**src/hdl/pab_pkg.sv**
```systemverilog
// Shared constants and stage payload types for the premultiplied alpha blend.
// No dependencies; every other file in hdl/ refers to this package.
package pab_pkg;

  localparam int unsigned ChanW           = 8;
  localparam int unsigned NumChan         = 3;
  localparam int unsigned NumW            = 2 * ChanW;
  localparam int unsigned DivStepsPerStg  = 4;
  localparam int unsigned DivStages       = NumW / DivStepsPerStg;
  localparam int unsigned NumStg          = DivStages + 2;

  localparam logic [ChanW-1:0] FullScale  = 8'hFF;
  localparam logic [ChanW-1:0] MinAlpha   = 8'h01;

  // channel order: 0 blue, 1 green, 2 red
  typedef logic [NumChan-1:0][ChanW-1:0] chan_vec_t;

  typedef struct packed {
    chan_vec_t                      src;
    logic [ChanW-1:0]               da;
    logic [ChanW-1:0]               alpha;
    logic [NumChan-1:0][ChanW-1:0]  rem;
    logic [NumChan-1:0][NumW-1:0]   quo;
  } div_t;

endpackage

```
**src/hdl/pab_in_if.sv**
```systemverilog
// Input channel of the blend: one source and one destination BGRA pixel per item.
// Depends on pab_pkg for the channel width.
interface pab_in_if;
  logic                      valid;
  logic                      ready;
  logic [pab_pkg::ChanW-1:0] src_blue;
  logic [pab_pkg::ChanW-1:0] src_green;
  logic [pab_pkg::ChanW-1:0] src_red;
  logic [pab_pkg::ChanW-1:0] src_alpha;
  logic [pab_pkg::ChanW-1:0] dst_blue;
  logic [pab_pkg::ChanW-1:0] dst_green;
  logic [pab_pkg::ChanW-1:0] dst_red;
  logic [pab_pkg::ChanW-1:0] dst_alpha;

  modport source (
    output valid, src_blue, src_green, src_red, src_alpha,
           dst_blue, dst_green, dst_red, dst_alpha,
    input  ready
  );
  modport sink (
    input  valid, src_blue, src_green, src_red, src_alpha,
           dst_blue, dst_green, dst_red, dst_alpha,
    output ready
  );
endinterface

```
**src/hdl/pab_out_if.sv**
```systemverilog
// Output channel of the blend: one composited BGRA pixel per item.
// Depends on pab_pkg for the channel width.
interface pab_out_if;
  logic                      valid;
  logic                      ready;
  logic [pab_pkg::ChanW-1:0] out_blue;
  logic [pab_pkg::ChanW-1:0] out_green;
  logic [pab_pkg::ChanW-1:0] out_red;
  logic [pab_pkg::ChanW-1:0] out_alpha;

  modport source (
    output valid, out_blue, out_green, out_red, out_alpha,
    input  ready
  );
  modport sink (
    input  valid, out_blue, out_green, out_red, out_alpha,
    output ready
  );
endinterface

```
**src/hdl/pab_front.sv**
```systemverilog
// First pipeline stage: alpha clamp, new alpha, and dividend products.
// Depends on pab_pkg.
module pab_front (
  input  logic                clk_i,
  input  logic                rst_ni,
  input  logic                en_i,
  input  logic                valid_i,
  input  pab_pkg::chan_vec_t  src_i,
  input  logic [pab_pkg::ChanW-1:0] src_alpha_i,
  input  pab_pkg::chan_vec_t  dst_i,
  input  logic [pab_pkg::ChanW-1:0] dst_alpha_i,
  output logic                valid_o,
  output pab_pkg::div_t       div_o
);

  logic                        valid_q;
  pab_pkg::div_t               div_d, div_q;
  logic [pab_pkg::ChanW-1:0]   da, inv_sa, amax;
  logic [pab_pkg::NumW-1:0]    asum_prod;
  logic [pab_pkg::ChanW:0]     asum;

  always_comb begin
    da        = (dst_alpha_i == '0) ? pab_pkg::MinAlpha : dst_alpha_i;
    inv_sa    = pab_pkg::FullScale - src_alpha_i;
    amax      = (da > src_alpha_i) ? da : src_alpha_i;
    asum_prod = {{pab_pkg::ChanW{1'b0}}, da} * {{pab_pkg::ChanW{1'b0}}, src_alpha_i};
    asum      = {1'b0, amax} + {1'b0, asum_prod[pab_pkg::NumW-1:pab_pkg::ChanW]};

    div_d.src   = src_i;
    div_d.da    = da;
    div_d.alpha = asum[pab_pkg::ChanW] ? pab_pkg::FullScale : asum[pab_pkg::ChanW-1:0];
    for (int c = 0; c < pab_pkg::NumChan; c++) begin
      div_d.rem[c] = '0;
      div_d.quo[c] = {{pab_pkg::ChanW{1'b0}}, dst_i[c]}
                   * {{pab_pkg::ChanW{1'b0}}, inv_sa};
    end
  end

  always_ff @(posedge clk_i or negedge rst_ni) begin
    if (!rst_ni) begin
      valid_q <= 1'b0;
    end else if (en_i) begin
      valid_q <= valid_i;
    end
  end

  always_ff @(posedge clk_i) begin
    if (en_i && valid_i) begin
      div_q <= div_d;
    end
  end

  assign valid_o = valid_q;
  assign div_o   = div_q;

endmodule

```
**src/hdl/pab_div_stage.sv**
```systemverilog
// One slice of the pipelined restoring divider: a few quotient bits per stage,
// for all color channels in parallel. Depends on pab_pkg.
module pab_div_stage (
  input  logic          clk_i,
  input  logic          rst_ni,
  input  logic          en_i,
  input  logic          valid_i,
  input  pab_pkg::div_t div_i,
  output logic          valid_o,
  output pab_pkg::div_t div_o
);

  logic          valid_q;
  pab_pkg::div_t div_d, div_q;

  // quo shifts dividend bits out of the top and quotient bits in at the bottom
  always_comb begin
    logic [pab_pkg::ChanW:0] trial;
    logic                    qbit;
    div_d = div_i;
    for (int s = 0; s < pab_pkg::DivStepsPerStg; s++) begin
      for (int c = 0; c < pab_pkg::NumChan; c++) begin
        trial = {div_d.rem[c], div_d.quo[c][pab_pkg::NumW-1]};
        qbit  = (trial >= {1'b0, div_d.da});
        if (qbit) begin
          trial = trial - {1'b0, div_d.da};
        end
        div_d.rem[c] = trial[pab_pkg::ChanW-1:0];
        div_d.quo[c] = {div_d.quo[c][pab_pkg::NumW-2:0], qbit};
      end
    end
  end

  always_ff @(posedge clk_i or negedge rst_ni) begin
    if (!rst_ni) begin
      valid_q <= 1'b0;
    end else if (en_i) begin
      valid_q <= valid_i;
    end
  end

  always_ff @(posedge clk_i) begin
    if (en_i && valid_i) begin
      div_q <= div_d;
    end
  end

  assign valid_o = valid_q;
  assign div_o   = div_q;

endmodule

```
**src/hdl/pab_back.sv**
```systemverilog
// Last pipeline stage: adds source color to quotient, scales by new alpha,
// and holds the output register. Depends on pab_pkg.
module pab_back (
  input  logic                       clk_i,
  input  logic                       rst_ni,
  input  logic                       en_i,
  input  logic                       valid_i,
  input  pab_pkg::div_t              div_i,
  output logic                       valid_o,
  output pab_pkg::chan_vec_t         color_o,
  output logic [pab_pkg::ChanW-1:0]  alpha_o
);

  logic                             valid_q;
  pab_pkg::chan_vec_t               color_d, color_q;
  logic [pab_pkg::ChanW-1:0]        alpha_q;
  logic [pab_pkg::NumW-1:0]         csum;
  logic [pab_pkg::NumW+pab_pkg::ChanW-1:0] prod;

  // csum tops out at 65280, so 16 bits hold it; only bits [15:8] of the product survive
  always_comb begin
    csum = '0;
    prod = '0;
    for (int c = 0; c < pab_pkg::NumChan; c++) begin
      csum = div_i.quo[c] + {{pab_pkg::ChanW{1'b0}}, div_i.src[c]};
      prod = {{pab_pkg::ChanW{1'b0}}, csum}
           * {{pab_pkg::NumW{1'b0}}, div_i.alpha};
      color_d[c] = prod[pab_pkg::NumW-1:pab_pkg::ChanW];
    end
  end

  always_ff @(posedge clk_i or negedge rst_ni) begin
    if (!rst_ni) begin
      valid_q <= 1'b0;
    end else if (en_i) begin
      valid_q <= valid_i;
    end
  end

  always_ff @(posedge clk_i) begin
    if (en_i && valid_i) begin
      color_q <= color_d;
      alpha_q <= div_i.alpha;
    end
  end

  assign valid_o = valid_q;
  assign color_o = color_q;
  assign alpha_o = alpha_q;

endmodule

```
**src/hdl/premultiplied_alpha_pixel_blend.sv**
```systemverilog
// Premultiplied alpha "over" blend, one BGRA pixel pair per item.
// Throughput: one item per cycle unless out_o.ready stalls the pipeline; the 16-bit
// restoring division runs over 4 stages of 4 quotient bits each, with one stage for
// setup and one for scaling.
// Each stage stalls only when it is full and the one after it is stalled.
// Reset clears all stage valid bits; payload registers are not reset.
module premultiplied_alpha_pixel_blend (
  input  logic      clk_i,
  input  logic      rst_ni,
  pab_in_if.sink    in_i,
  pab_out_if.source out_o
);

  logic [pab_pkg::NumStg-1:0] stg_v;
  logic [pab_pkg::NumStg-1:0] stg_rdy;
  pab_pkg::div_t              div_s [pab_pkg::DivStages+1];
  pab_pkg::chan_vec_t         src_vec, dst_vec, color;
  logic [pab_pkg::ChanW-1:0]  alpha;

  assign src_vec = {in_i.src_red, in_i.src_green, in_i.src_blue};
  assign dst_vec = {in_i.dst_red, in_i.dst_green, in_i.dst_blue};

  // a stage may load when empty or when its successor moves
  always_comb begin
    stg_rdy[pab_pkg::NumStg-1] = !stg_v[pab_pkg::NumStg-1] || out_o.ready;
    for (int k = pab_pkg::NumStg - 2; k >= 0; k--) begin
      stg_rdy[k] = !stg_v[k] || stg_rdy[k+1];
    end
  end

  assign in_i.ready = stg_rdy[0];

  pab_front u_front (
    .clk_i       (clk_i),
    .rst_ni      (rst_ni),
    .en_i        (stg_rdy[0]),
    .valid_i     (in_i.valid),
    .src_i       (src_vec),
    .src_alpha_i (in_i.src_alpha),
    .dst_i       (dst_vec),
    .dst_alpha_i (in_i.dst_alpha),
    .valid_o     (stg_v[0]),
    .div_o       (div_s[0])
  );

  for (genvar k = 0; k < pab_pkg::DivStages; k++) begin : g_div
    pab_div_stage u_div (
      .clk_i   (clk_i),
      .rst_ni  (rst_ni),
      .en_i    (stg_rdy[k+1]),
      .valid_i (stg_v[k]),
      .div_i   (div_s[k]),
      .valid_o (stg_v[k+1]),
      .div_o   (div_s[k+1])
    );
  end

  pab_back u_back (
    .clk_i   (clk_i),
    .rst_ni  (rst_ni),
    .en_i    (stg_rdy[pab_pkg::NumStg-1]),
    .valid_i (stg_v[pab_pkg::NumStg-2]),
    .div_i   (div_s[pab_pkg::DivStages]),
    .valid_o (stg_v[pab_pkg::NumStg-1]),
    .color_o (color),
    .alpha_o (alpha)
  );

  assign out_o.valid     = stg_v[pab_pkg::NumStg-1];
  assign out_o.out_blue  = color[0];
  assign out_o.out_green = color[1];
  assign out_o.out_red   = color[2];
  assign out_o.out_alpha = alpha;

  // input is refused only when every stage holds an item
  a_full_when_blocked: assert property (@(posedge clk_i) disable iff (!rst_ni)
    !in_i.ready |-> (&stg_v))
    else $error("input stalled with a bubble in the pipeline");

  // clamped destination alpha keeps the new alpha at least 1
  a_alpha_nonzero: assert property (@(posedge clk_i) disable iff (!rst_ni)
    out_o.valid |-> (out_o.out_alpha != '0))
    else $error("zero alpha on output");

  a_alpha_ge_da: assert property (@(posedge clk_i) disable iff (!rst_ni)
    stg_v[0] |-> (div_s[0].alpha >= div_s[0].da))
    else $error("new alpha below destination alpha");

  // restoring division leaves every remainder below the divisor
  a_rem_below_da: assert property (@(posedge clk_i) disable iff (!rst_ni)
    stg_v[pab_pkg::DivStages] |->
      (div_s[pab_pkg::DivStages].rem[0] < div_s[pab_pkg::DivStages].da) &&
      (div_s[pab_pkg::DivStages].rem[1] < div_s[pab_pkg::DivStages].da) &&
      (div_s[pab_pkg::DivStages].rem[2] < div_s[pab_pkg::DivStages].da))
    else $error("divider remainder out of range");

endmodule
```
**src/flat_wrapper.sv**
```systemverilog
// flat-port wrapper written by rule: the top's interface ports become plain ports
module premultiplied_alpha_pixel_blend_flat 
  (clk_i, rst_ni, in_i_valid, in_i_src_blue, in_i_src_green, in_i_src_red, in_i_src_alpha, in_i_dst_blue, in_i_dst_green, in_i_dst_red, in_i_dst_alpha, in_i_ready, out_o_valid, out_o_out_blue, out_o_out_green, out_o_out_red, out_o_out_alpha, out_o_ready);
  pab_in_if in_i_i ();
  pab_out_if out_o_i ();
  input  logic clk_i;
  input  logic rst_ni;
  input wire logic [$bits(in_i_i.valid)-1:0] in_i_valid;
  input wire logic [$bits(in_i_i.src_blue)-1:0] in_i_src_blue;
  input wire logic [$bits(in_i_i.src_green)-1:0] in_i_src_green;
  input wire logic [$bits(in_i_i.src_red)-1:0] in_i_src_red;
  input wire logic [$bits(in_i_i.src_alpha)-1:0] in_i_src_alpha;
  input wire logic [$bits(in_i_i.dst_blue)-1:0] in_i_dst_blue;
  input wire logic [$bits(in_i_i.dst_green)-1:0] in_i_dst_green;
  input wire logic [$bits(in_i_i.dst_red)-1:0] in_i_dst_red;
  input wire logic [$bits(in_i_i.dst_alpha)-1:0] in_i_dst_alpha;
  output wire logic [$bits(in_i_i.ready)-1:0] in_i_ready;
  output wire logic [$bits(out_o_i.valid)-1:0] out_o_valid;
  output wire logic [$bits(out_o_i.out_blue)-1:0] out_o_out_blue;
  output wire logic [$bits(out_o_i.out_green)-1:0] out_o_out_green;
  output wire logic [$bits(out_o_i.out_red)-1:0] out_o_out_red;
  output wire logic [$bits(out_o_i.out_alpha)-1:0] out_o_out_alpha;
  input wire logic [$bits(out_o_i.ready)-1:0] out_o_ready;
  assign in_i_i.valid = in_i_valid;
  assign in_i_i.src_blue = in_i_src_blue;
  assign in_i_i.src_green = in_i_src_green;
  assign in_i_i.src_red = in_i_src_red;
  assign in_i_i.src_alpha = in_i_src_alpha;
  assign in_i_i.dst_blue = in_i_dst_blue;
  assign in_i_i.dst_green = in_i_dst_green;
  assign in_i_i.dst_red = in_i_dst_red;
  assign in_i_i.dst_alpha = in_i_dst_alpha;
  assign in_i_ready = in_i_i.ready;
  assign out_o_valid = out_o_i.valid;
  assign out_o_out_blue = out_o_i.out_blue;
  assign out_o_out_green = out_o_i.out_green;
  assign out_o_out_red = out_o_i.out_red;
  assign out_o_out_alpha = out_o_i.out_alpha;
  assign out_o_i.ready = out_o_ready;
  premultiplied_alpha_pixel_blend u_core (.clk_i(clk_i), .rst_ni(rst_ni), .in_i(in_i_i), .out_o(out_o_i));
endmodule
```
**config.mk**
```make
export PLATFORM = sky130hd
export DESIGN_NAME = premultiplied_alpha_pixel_blend_flat
export DESIGN_NICKNAME = d
export VERILOG_FILES = /design/src/hdl/pab_pkg.sv /design/src/hdl/pab_in_if.sv /design/src/hdl/pab_out_if.sv /design/src/hdl/pab_front.sv /design/src/hdl/pab_div_stage.sv /design/src/hdl/pab_back.sv /design/src/hdl/premultiplied_alpha_pixel_blend.sv /design/src/flat_wrapper.sv
export SDC_FILE = /design/constraint.sdc
export NUM_CORES = 2
export LEC_CHECK = 0
export ABC_AREA = 1
export BUFFER_PORTS_ARGS = -buffer_cell sky130_fd_sc_hd__clkbuf_2
export CAP_MARGIN = 20
export CELL_PAD_IN_SITES_DETAIL_PLACEMENT = 0
export CELL_PAD_IN_SITES_GLOBAL_PLACEMENT = 1
export CORE_MARGIN = 4
export CORE_UTILIZATION = 35
export CTS_CLUSTER_DIAMETER = 120
export DETAILED_ROUTE_END_ITERATION = 12
export PLACE_DENSITY_LB_ADDON = 0.1
export SYNTH_ARGS = -nofsm -noshare
export SYNTH_HDL_FRONTEND = slang
export SYNTH_HIERARCHICAL = 1
export SYNTH_SLANG_ARGS = --single-unit
```
**constraint.sdc**
```tcl
create_clock -name clk_i -period 7.5 [get_ports clk_i]
set_input_delay 0.375 -clock clk_i [delete_from_list [all_inputs] [get_ports clk_i]]
set_output_delay 0.375 -clock clk_i [all_outputs]
set_load 0.02 [all_outputs]
```
* Word-level counts from Yosys, hierarchy flattened
Index checks and enable logic that the tools add are counted.
W data, S select, Z words.
** Operators by class
- Order comparisons :: 49
- Mux-type cells :: 47
- $add $sub $neg :: 50
- $mul :: 7
- Reduce and logical (&&, ||, !) cells :: 19
** Operators with widths (number)
- $ge A9 B8 Y1 :: 45
- $mux W8 :: 47
- $sub A8 B8 Y8 :: 42
- $mul A8 B8 Y16 :: 4
- $add A16 B8 Y16 :: 3
- $mul A16 B8 Y16 :: 3
- $ge A1 B8 Y1 :: 3
- $sub A1 B8 Y8 :: 3
- $add A8 B8 Y9 :: 1
- $gt A8 B8 Y1 :: 1
- $logic_not A8 Y1 :: 1
- $sub A8 B8 Y8 const A :: 1
- $logic_and A1 B1 Y1 :: 6
- $logic_not A1 Y1 :: 6
- $logic_or A1 B1 Y1 :: 6
** Storage, ports and cells
- Logic and storage cells :: 230
- Register bits :: 542
- Output and inout bits :: 34
- Input port bits :: 68

* Longest topological paths before layout
- Depth in word-level cells :: 8
- Depth in mapped cells :: 46
- Gate-level depth less buffers :: 45

* Modules after synthesis
Netlist, hierarchy kept.
** By module, submodules not included
- pab_front :: times used 1, sequential area each 2667.6 um^2, cells an instance 1335, area an instance 11735.0 um^2
- pab_back :: times used 1, sequential area each 985.9 um^2, cells an instance 1559, area an instance 11243.3 um^2
- pab_div_stage (u_core.g_div[3].u_div) :: times used 1, sequential area each 3388.2 um^2, cells an instance 1090, area an instance 9268.9 um^2
- pab_div_stage (u_core.g_div[0].u_div) :: times used 1, sequential area each 3388.2 um^2, cells an instance 1076, area an instance 9141.3 um^2
- pab_div_stage (u_core.g_div[2].u_div) :: times used 1, sequential area each 3388.2 um^2, cells an instance 1058, area an instance 9023.7 um^2
- pab_div_stage (u_core.g_div[1].u_div) :: times used 1, sequential area each 3388.2 um^2, cells an instance 1076, area an instance 8994.9 um^2
- premultiplied_alpha_pixel_blend :: times used 1, sequential area each 0.0 um^2, cells an instance 9, area an instance 51.3 um^2

* Least setup slack after synthesis
Ideal clock, no wire load.
- Kind :: register to register
- Start point :: reg u_core.g_div[0].u_div.div_q, in the netlist u_core/g_div[0].u_div/div_o[81]
- End point :: reg u_core.g_div[1].u_div.div_q, in the netlist u_core/g_div[1].u_div/div_o[70] (data pin)
- Clock period less this slack :: 6788 ps
- Data required time :: 7248 ps
- Arrival time :: 6535 ps
- Slack :: 712 ps
- Setup time :: 252 ps
- Cell stages (with the launch flop) :: 41
- Cell sequence :: edfxtp_1 > inv_1 > ha_1 > nand4_1 > nand2_1 > nand2_2 > nand2_2 > buf_4 > nand2_1 > o21a_1 > inv_1 > ha_1 > a21oi_1 > o21ai_1 > nand2_1 > nand2_1 > a21oi_1 > nand2_2 > [5 not listed] > a21oi_1 > o21ai_1 > nand2_1 > nand3_1 > a211oi_2 > nand3_2 > buf_4 > nand2_1 > o21ai_2 > ha_1 > a21oi_1 > nand2_1 > nand4_1 > o211ai_1 > a211oi_1 > nand3_2 > nand2_1 > nand2_1
** RTL lines
- start, declared :: line pab_div_stage.sv:14 : pab_pkg::div_t div_d, div_q;
- start signal, assigned :: line pab_div_stage.sv:44 : div_q <= div_d;
- end signal, assigned :: line pab_div_stage.sv:44
- end, declared :: line pab_div_stage.sv:14

==> impl_results.md <==
* Vias in the first global route at 45790
* Post-Syn Area at 57820 sq um
* Drt total wl at 166600 um
* Hold WS at about 84 ps
* Max Cap Viol at 0
* DR iter-0 viols at 2222
* Vias post-DR at 45080
* Num CTS Buffers at 69
* WL/cell at 17.44 um
* First-pass GRT wire length at 262400 um
* Synth Area per Inst at 8.212 sq um
* Maximum clock rate at roughly 0.14 GHz
* Net count, final at 8390
* Slew at the pin with the worst max-slew slack at 894.9 ps
* Global route overflow at 0
* CP endpoint kind: flop
* Final non-filler cell total at 9551
* Starting Density at 35.36%
* Clk slew on worst S/H paths at 60 ps
* Worst path arrival time at 7310 ps
* Startpoint types: flop
* Die ar. at 171800 sq um
* Detail Placement HPWL at 135000 um
* Setup Viol. Count Final at 0
* Root buf cell: clkbuf_16
* Most repeated library cell on the critical path: nand2_1
* Routability Congestion at 0.8254
* Reg-to-Reg Start: u_core/u_front/div_o[85]$_DFFE_PP_
* RSZ-0062 raised after global routing: yes
* DRC viols at 0
* Gate Count Post-Synth at about 7000
* Worst min path class: input pin to async pin
* TritonCTS clock tree: built
* Cell family with most CP delay: simple AND/OR/NAND/NOR gates
* CTS Buffer Depth at 3
* Placed instance count at between 9000 and 10000
* Synthesis Warnings at 6
* R2R Setup Slk at 580 ps
* Slew headroom at 40.27%
* Slowest cell delay on critical path at 410 ps
* Status: completed
* Core Region at 163500 sq um
* H-tree depth at 3
* Final Util at 39.40%
* WP buf/inv at 8
* Worst setup path start: u_core/u_front/div_o[85]$_DFFE_PP_
* Clock sink count at 542
* I/O pins at 102
* Number of buffers added on ports at 101
* Slew Viols, Final at 0
* Rows at between 100 and 150
* Die Ht at 414.4 um
* Skew final at 24.34 ps
* Final period utilization at 92.31%
* Vias/cell at 4.720
* Initial antenna violation count at 11
* Final Hold Fails at 0
* End of the worst register-to-register path: u_core/g_div[0].u_div/div_o[64]$_DFFE_PP_
* Period minus WS final at 6924 ps
* Width of the die at 414.4 um
* Gr usage total at 19.38%
* Drt first pass iters at 5
* Share of post-route cells with drive strength above 1 at 11.06%
* Critical Path Fanout Max at 13
* Antenna Nets Post-Route at 0
* CP required at 7880 ps
* Area Overhead vs Synth at 11.42%
* CP max-delay cell: edfxtp_1
* Clk_lat worst skew at 660 ps
* WS Path Type: flop to flop
* Largest net degree at the start of global routing at between 50 and 60
* Cells on worst reg2reg path at 41
## sequential cells by signal (all words and copies together) (netlist names)
signal and flops:
u_core/g_div.u_div/div_o 416, u_core/u_front/div_o 88, u_core/u_back/color_o 24, u_core/u_back/alpha_o 8, u_core/g_div.u_div/valid_o 4, u_core/u_back/valid_o 1, u_core/u_front/valid_o 1
## metrics by stage
step | setup slack, ps | setup TNS (ps) | cell area, sq um
floorplan | 712.2 | 0 | 57900
global placement | 72.22 | 0 | 61530
detailed placement | 79.46 | 0 | 61530
CTS | 37.83 | 0 | 64080
global route | -52.77 | -175.5 | 64410
finish | 576.5 | 0 | 64420
## layout make-up
type                       count  area (sq um)
antenna                        4         10.01
clock buffer                  80          1810
clock inverter                45         467.9
fill                       16800         99100
inverter                    1270          4806
multi-input combinational   5135         36260
sequential                   542         16250
tap                         2175          2721
timing repair buffer         300          2096
## per-layer routing
layer | vias to the layer above | wire (um) | GRT usage, % | share of wire, %
met5 | - | 41 | 0 | 0.025
met4 | 6 | 4658 | 5.419 | 2.8
met3 | 174 | 5172 | 2.136 | 3.1
met2 | 599 | 78120 | 32.77 | 47
met1 | 21180 | 78610 | 26.25 | 47
li1 | 23130 | - | - | -
## layout by cell type, fill, tap and decap left out, types with 71 or more instances in the layout
cell,n
nand2_2,123
ha_1,634
fa_1,369
nand3_1,293
nor2_1,556
clkbuf_2,101
nand2_1,1757
o21ai_0,134
nand4_1,107
inv_1,1207
a21oi_1,316
clkbuf_16,71
xor2_1,188
buf_4,169
xnor2_1,109
edfxtp_1,536
## worst max path at each step
stage	endpoint	depth (start not counted)
4_1_cts	u_core/g_div[1].u_div/div_o[60]$_DFFE_PP_	38
3_5_place_dp	u_core/g_div[1].u_div/div_o[60]$_DFFE_PP_	38
2_1_floorplan	u_core/g_div[1].u_div/div_o[70]$_DFFE_PP_	40
5_1_grt	u_core/g_div[0].u_div/div_o[64]$_DFFE_PP_	40
3_3_place_gp	u_core/g_div[1].u_div/div_o[61]$_DFFE_PP_	38
6_report	u_core/g_div[0].u_div/div_o[64]$_DFFE_PP_	41
## timing repair
action / CTS / global route
setup buffers: 0 / 22
endpoints found under the hold margin: 33 / 0
endpoints found under the setup margin: 0 / 78
hold buffers: 27 / 0
resized for setup: 0 / 46
## worst reg2reg max path: cells and delay by family (launching register included)
family | cells | cell delay (ps)
buf+inv | 8 | 1090
flops | 1 | 410
compound gates | 10 | 1700
fa+ha+maj | 4 | 1250
simple gates | 19 | 2210
Power is left out: the tool's default activity adds up to more than one toggle a clock period on the data nets, which glitch-free logic cannot reach.
